## config.mk

```make
export PLATFORM = sky130hd
export DESIGN_NAME = gcdh_region_acc
export DESIGN_NICKNAME = d
export VERILOG_FILES = /design/src/rtl/gcdh_pkg.sv /design/src/rtl/gcdh_region_acc.sv
export SDC_FILE = /design/constraint.sdc
export NUM_CORES = 1
export LEC_CHECK = 0
export BUFFER_PORTS_ARGS = -buffer_cell sky130_fd_sc_hd__buf_2
export CAP_MARGIN = 20
export CORE_UTILIZATION = 50
export CTS_CLUSTER_SIZE = 8
export DETAILED_ROUTE_END_ITERATION = 12
export GPL_ROUTABILITY_DRIVEN = 0
export PLACE_DENSITY_LB_ADDON = 0.1
export RECOVER_POWER = 25
export SETUP_SLACK_MARGIN = 0.15
export SLEW_MARGIN = 20
export SYNTH_ARGS = -nofsm -noshare
export SYNTH_HDL_FRONTEND = slang
export SYNTH_SLANG_ARGS = --single-unit
```

## constraint.sdc

```tcl
create_clock -name clk -period 2.8 [get_ports clk]
set_input_delay 0.7 -clock clk [delete_from_list [all_inputs] [get_ports clk]]
set_output_delay 0.7 -clock clk [all_outputs]
set_load 0.02 [all_outputs]
```

## src/rtl/gcdh_pkg.sv

```systemverilog
// Shared types, item codes and helpers for the grid cell density histogram.
// No dependencies; every rtl file of the block imports this package.
package gcdh_pkg;

	// Item kinds on the input channel
	localparam logic [2:0] KIND_MAP    = 3'd0;
	localparam logic [2:0] KIND_REGION = 3'd1;
	localparam logic [2:0] KIND_POINT  = 3'd2;
	localparam logic [2:0] KIND_END    = 3'd3;
	localparam logic [2:0] KIND_READ   = 3'd4;

	// Configuration register indexes
	localparam logic [1:0] CFG_GRID_W  = 2'd0;
	localparam logic [1:0] CFG_GRID_H  = 2'd1;
	localparam logic [1:0] CFG_ALIVE   = 2'd2;

	// Field widths fixed by the item format
	localparam int ID_W     = 13;
	localparam int REGION_W = 8;
	localparam int COUNT_W  = 16;

	localparam logic [COUNT_W-1:0] SAT_MAX = '1;

	// Command from the controller to the region accumulator
	typedef struct packed {
		logic                inc;
		logic                clear;
		logic [REGION_W-1:0] mask;
	} acc_cmd_t;

	// Saturating increment of a count
	function automatic logic [COUNT_W-1:0] sat_inc(input logic [COUNT_W-1:0] v);
		return (v == SAT_MAX) ? v : v + 1'b1;
	endfunction

endpackage

```

## src/rtl/gcdh_region_acc.sv

```systemverilog
// Region sums and the all-regions total, with readback for the end-of-iteration
// beats. Depends on gcdh_pkg for acc_cmd_t and sat_inc.
module gcdh_region_acc #(
	parameter int MAX_REGIONS = 8
) (
	input  logic                               clk,
	input  logic                               arst_n,
	input  gcdh_pkg::acc_cmd_t                 cmd,
	input  logic [$clog2(MAX_REGIONS+1)-1:0]   rd_sel,
	output logic [gcdh_pkg::COUNT_W-1:0]       rd_value
);
	import gcdh_pkg::*;

	localparam int SelW = (MAX_REGIONS > 1) ? $clog2(MAX_REGIONS) : 1;
	// Mask bits that can reach a region: below MAX_REGIONS and inside the 8-bit mask
	localparam logic [15:0] LiveBits =
		16'((32'd1 << MAX_REGIONS) - 32'd1) & 16'h00FF;

	logic [COUNT_W-1:0] sums_q [MAX_REGIONS];
	logic [COUNT_W-1:0] total_q;
	logic [15:0]        mask_w;
	logic               any_region;

	assign mask_w     = 16'(cmd.mask) & LiveBits;
	assign any_region = |mask_w;

	// Bump every region in the mask, and the total once if any is hit; clear after readout
	always_ff @(posedge clk or negedge arst_n) begin
		if (!arst_n) begin
			for (int r = 0; r < MAX_REGIONS; r++) begin
				sums_q[r] <= '0;
			end
			total_q <= '0;
		end else if (cmd.clear) begin
			for (int r = 0; r < MAX_REGIONS; r++) begin
				sums_q[r] <= '0;
			end
			total_q <= '0;
		end else if (cmd.inc) begin
			for (int r = 0; r < MAX_REGIONS; r++) begin
				if (mask_w[r]) begin
					sums_q[r] <= sat_inc(sums_q[r]);
				end
			end
			if (any_region) begin
				total_q <= sat_inc(total_q);
			end
		end
	end

	// Select a region sum or, past the last region, the total
	assign rd_value = (32'(rd_sel) < MAX_REGIONS) ? sums_q[SelW'(rd_sel)] : total_q;

endmodule
```

# After elaboration in Yosys (flattened, before gate mapping)

Cells that the tools add are included.

Magnitude comparators: 2
Muxes and demuxes: 26
Eq/ne operators: 18
Reductions and logical operators: 20
Add/subtract/negate cells: 9
Bitwise operators: 1

Operators with widths:

| cell                    | count |
|---|---|
| $mux W16                | 23 |
| $mux W128               | 2 |
| $add A16 B1 Y16 const B | 9 |
| $eq A16 B16 Y1 const B  | 9 |
| $bmux W16 S3            | 1 |
| $reduce_and A3 Y1       | 9 |
| $reduce_bool A2 Y1      | 10 |
| $ne A2 B2 Y1 const B    | 9 |
| $reduce_or A8 Y1        | 1 |
| $ge A4 B4 Y1 const B    | 1 |
| $lt A4 B4 Y1 const B    | 1 |
| $not A3 Y4              | 1 |

Output and inout port bits: 16
Bits of input ports: 16
Logic and storage cells: 85
Bits in registers: 144

# Depth between registers and ports, before layout

Depth in word-level cells: 5
Depth in mapped cells: 7
Gate-level depth less buffers: 6

# Least setup slack after synthesis

No wires, ideal clock.

Kind: input -> output
Start: input rd_sel[0]
End: output rd_value[3] in the netlist's numbering
Slack: -24 ps
Required time: 2100 ps
Data arrival time: 2124 ps
Stages on the path: 5
Buffers on the path: 2
Cells stage by stage: clkbuf_1 buf_2 mux4_1 mux2i_1 o21ai_0

Longest elaborated chain between the ends: 5
Elaborated cells between the ends (all ways): 6
Classes of those cells: order compare (1); mux (4); bitwise (1)

RTL lines:

| item                                        | RTL line              | text |
|---|---|---|
| start, declared                             | gcdh_region_acc.sv:9  | `input logic [$clog2(MAX_REGIONS+1)-1:0] rd_sel,` |
| $not A3 Y4 (not written as such)            | gcdh_region_acc.sv:52 | `assign rd_value = (32'(rd_sel) < MAX_REGIONS) ? sums_q[SelW'(rd_sel)] : total_q;` |
| $bmux W16 S3                                | gcdh_region_acc.sv:52 |  |
| $mux W16 (not written as such) (2 in a row) | gcdh_region_acc.sv:52 |  |
| $mux W16 (*)                                | gcdh_region_acc.sv:52 |  |
| end, declared                               | gcdh_region_acc.sv:10 | `output logic [gcdh_pkg::COUNT_W-1:0] rd_value` |

Every way passes the cells marked *; elsewhere a longest branch is shown, timed or not. The select of a mux whose other input is x is not followed.

# Worst setup path in the final report

Start: input rd_sel[0]
End: output rd_value[0] in the netlist's numbering

The elaborated chain is that of the path after synthesis.

==> run_results.csv <==
group,metric,value,unit
critical_path,criticalPathCategory,"in -> out",
clock_network,path_clk_slew,60,ps
sta,fin_tns_setup,0,ps
floorplan,coreArea,0.01676,mm^2
critical_path,startpoint_type,"input port",
yosys,synth_common_cells,"dfrtp_1 (144), nor2_1 (143), xnor2_1 (82)",
power_and_ir_drop,p_sw_frac,0.2439,
critical_path,cp_max_fo,8,
clock_network,post_cts_buffers,0,
sta,drv_slew,0,
yosys,syn_area,0.008680,mm^2
global_routing,grt_pass1_vias,6963,
yosys,synth_area_leaders,"dfrtp_1 (42%), xnor2_1 (8.3%), mux4_2 (8.0%)",
placed_design,port_buffers,31,
final_layout,drive_above_1_share,0.1409,
power_and_ir_drop,clkPwrFrac,0.469,
yosys,syn_inst,911,
drt,vias,7386,
sta,fin_crit_sh,0.9501,
floorplan,die_area,0.01789,mm^2
yosys,mappedNetlistNets,936,
yosys,yosys_warnings,0,
clock_network,htreeDepth,4,
floorplan,rows,47,
global_routing,grt_pass1_wl,38.36,mm
clock_network,cts_tree,"done",
final_layout,final_nets,970,
critical_path,ff2ff_setup_slack,580,ps
global_routing,grt_overflow_total,0,
sta,worst_clock_skew,9.089,ps
critical_path,timing.rr.start,"sums_q[112]",
power_and_ir_drop,ir_drop,0.4309,mV
sta,tightestPinTransition,1239,ps
final_layout,area_growth,12.73,%
clock_network,clockBufferDepth,2,
critical_path,path_common_cell,"buf_12",
critical_path,endpoint_kind,"output pin",
power_and_ir_drop,seqPwrFrac,0.469,
power_and_ir_drop,p_int,3.431,mW
critical_path,cp.required,2100,ps
sta,rsz0062_at_grt,"yes",
sta,slew_headroom,0.1739,
critical_path,crit_path_top_delay_cell,"mux4_2",
drt,drc,0,
drt,drtPass1Iterations,6,
global_routing,grt_start_max_net_pins,74,
sta,finalHoldViolCount,0,
power_and_ir_drop,power_density,463.8,mW/mm^2
critical_path,startpoint,"rd_sel[0]",
floorplan,start_util,0.5179,
clock_network,clock_latency,440,ps
critical_path,crit_chain,"buf_12 > buf_12 > mux4_2 > mux2i_2 > o21ai_1 > buf_4",
sta,min_period,2660,ps
power_and_ir_drop,p_leak,3.753,nW
yosys,avgSynthCellArea,9.528,um^2
job,drv_cap,0,
sta,fmax,0.3759,GHz
critical_path,crit_path_end,"rd_value[0]",
yosys,synth_most_common_cell,"dfrtp_1",
critical_path,cp.depth,6,
drt,wl_per_cell,20.57,um
clock_network,cts_hold_buf,0,
floorplan,die_y,133.8,um
critical_path,crit_arrival,1960,ps
yosys,ys_seq_area_frac,0.4152,
yosys,yosys_register_bits,144,
floorplan,io_pins,32,
yosys,yosysTopAreaCell,"dfrtp_1",
drt,ant_nets,0,
clock_network,cts_root_buf,"clkbuf_16",
yosys,synth_top_cell_area_share,0.4152,
critical_path,r2r_end,"sums_q[113]",
sta,setup_violations,0,
floorplan,die_width,133.8,um
yosys,synth_flop_cell,"dfrtp_1",
drt,drtIter0Drc,463,
critical_path,crit_family,"multiplexers",
placed_design,post-dp-hpwl,18.21,mm
power_and_ir_drop,power.total,4.538,mW
run_status,status,"complete, no violations",
critical_path,r2r_cells,6,
final_layout,utilization,0.5838,
clock_network,cts_buffers,17,
yosys,synthArstFlopShare,1.000,
critical_path,max_stage_delay,510,ps
power_and_ir_drop,power.switching,1.107,mW
drt,viasPerCell,6.270,
critical_path,crit_buf_inv,3,
global_routing,antenna_found_initial,1,
yosys,synth-edff-count,0,
min_path,hp-class,"in -> async",
yosys,ys_types,51,
final_layout,diodes,0,
clock_network,cts_sinks,144,
drt,routed_wl,24.23,mm
power_and_ir_drop,power_frac_comb,0.061,
global_routing,grtUsageTotal,0.2855,
==> power groups by stage <==
stage	Sequential (mW)	Combinational [mW]	Clock, mW
floorplan	2.15	0.158	0
global placement	2.17	0.257	0
detailed placement	2.17	0.266	0
CTS	2.13	0.285	2.17
global route	2.13	0.308	2.25
finish	2.13	0.278	2.13
==> area by class of cell <==
type	instances	area [um^2]
multi-input cells	722	4896
clock buffers	21	440.4
well taps	220	275.3
repair buffers	55	440.4
clock inverters	11	108.9
inverters	5	18.77
fillers	1445	6975
flip-flops and latches	144	3605
==> registers in the layout, summed over array words and instances (netlist names) <==
register,cells
sums_q,128
total_q,16
==> layout by cell type, fill, tap and decap left out, drive strengths merged, types with 5 or more instances in the layout <==
master and instances:
dfrtp 144, a211oi 7, nor2b 5, buf 53, nand3 42, or3 17, nor4b 7, nand2 78
or4 9, nor3 47, and3 15, o21ai 32, ha 9, mux2i 22, xnor2 82, nor2 143
clkbuf 23, nor3b 11, and4 15, mux4 32, a21oi 24, inv 8, nand4 42, nor4 25
xor2 24
==> cell families (layout without fill, tap and decap cells) <==
family                     after synthesis  count (layout)  share of synthesized area
adders and majority gates                9               9                    0.01297
buffers and inverters                   45              92                    0.02335
xor gates and xnor gates               106             106                     0.1070
AOI/OAI and AO/OA                       79              79                    0.05291
DFF                                    144             144                     0.4152
muxes                                   56              56                     0.1114
and+or+nand+nor                        472             472                     0.2772
==> worst min-delay path by stage <==
| stage | end | slack (ps) | cells past startpoint |
|---|---|---|---|
| 6_report | total_q[9] | 530 | 1 |
| 5_1_grt | sums_q[14] | 560 | 1 |
| 4_1_cts | total_q[15] | 220 | 1 |
| 3_5_place_dp | sums_q[14] | 530 | 1 |
| 3_3_place_gp | total_q[10] | 530 | 1 |
| 2_1_floorplan | sums_q[0] | 400 | 0 |
==> per-stage QoR <==
step	cells	instance area, um^2	setup WS, ps	hold slack, ps
after floorplan	911	8696	109.7	404.4
after global placement	1144	9138	50.29	531.1
after detailed placement	1144	9138	6.007	526.8
after CTS	1178	9789	125.0	216.9
after global routing	1178	9784	53.55	564.5
final	1178	9784	139.7	531.1
==> what timing repair did <==
action                                  4_1_cts  5_1_grt
resized for setup                            18        6
gates cloned                                  2        0
pin swaps                                     2        5
endpoints found under the setup margin       16       15
==> routing by layer <==
metal | GRT usage | share of wire | vias up
met5 | 0 | 0.00054 | -
met4 | 0.07891 | 0.019 | 2
met3 | 0.09018 | 0.099 | 35
met2 | 0.4295 | 0.46 | 323
met1 | 0.3967 | 0.43 | 3635
li1 | - | - | 3391
Power figures use the tool's default switching activity.
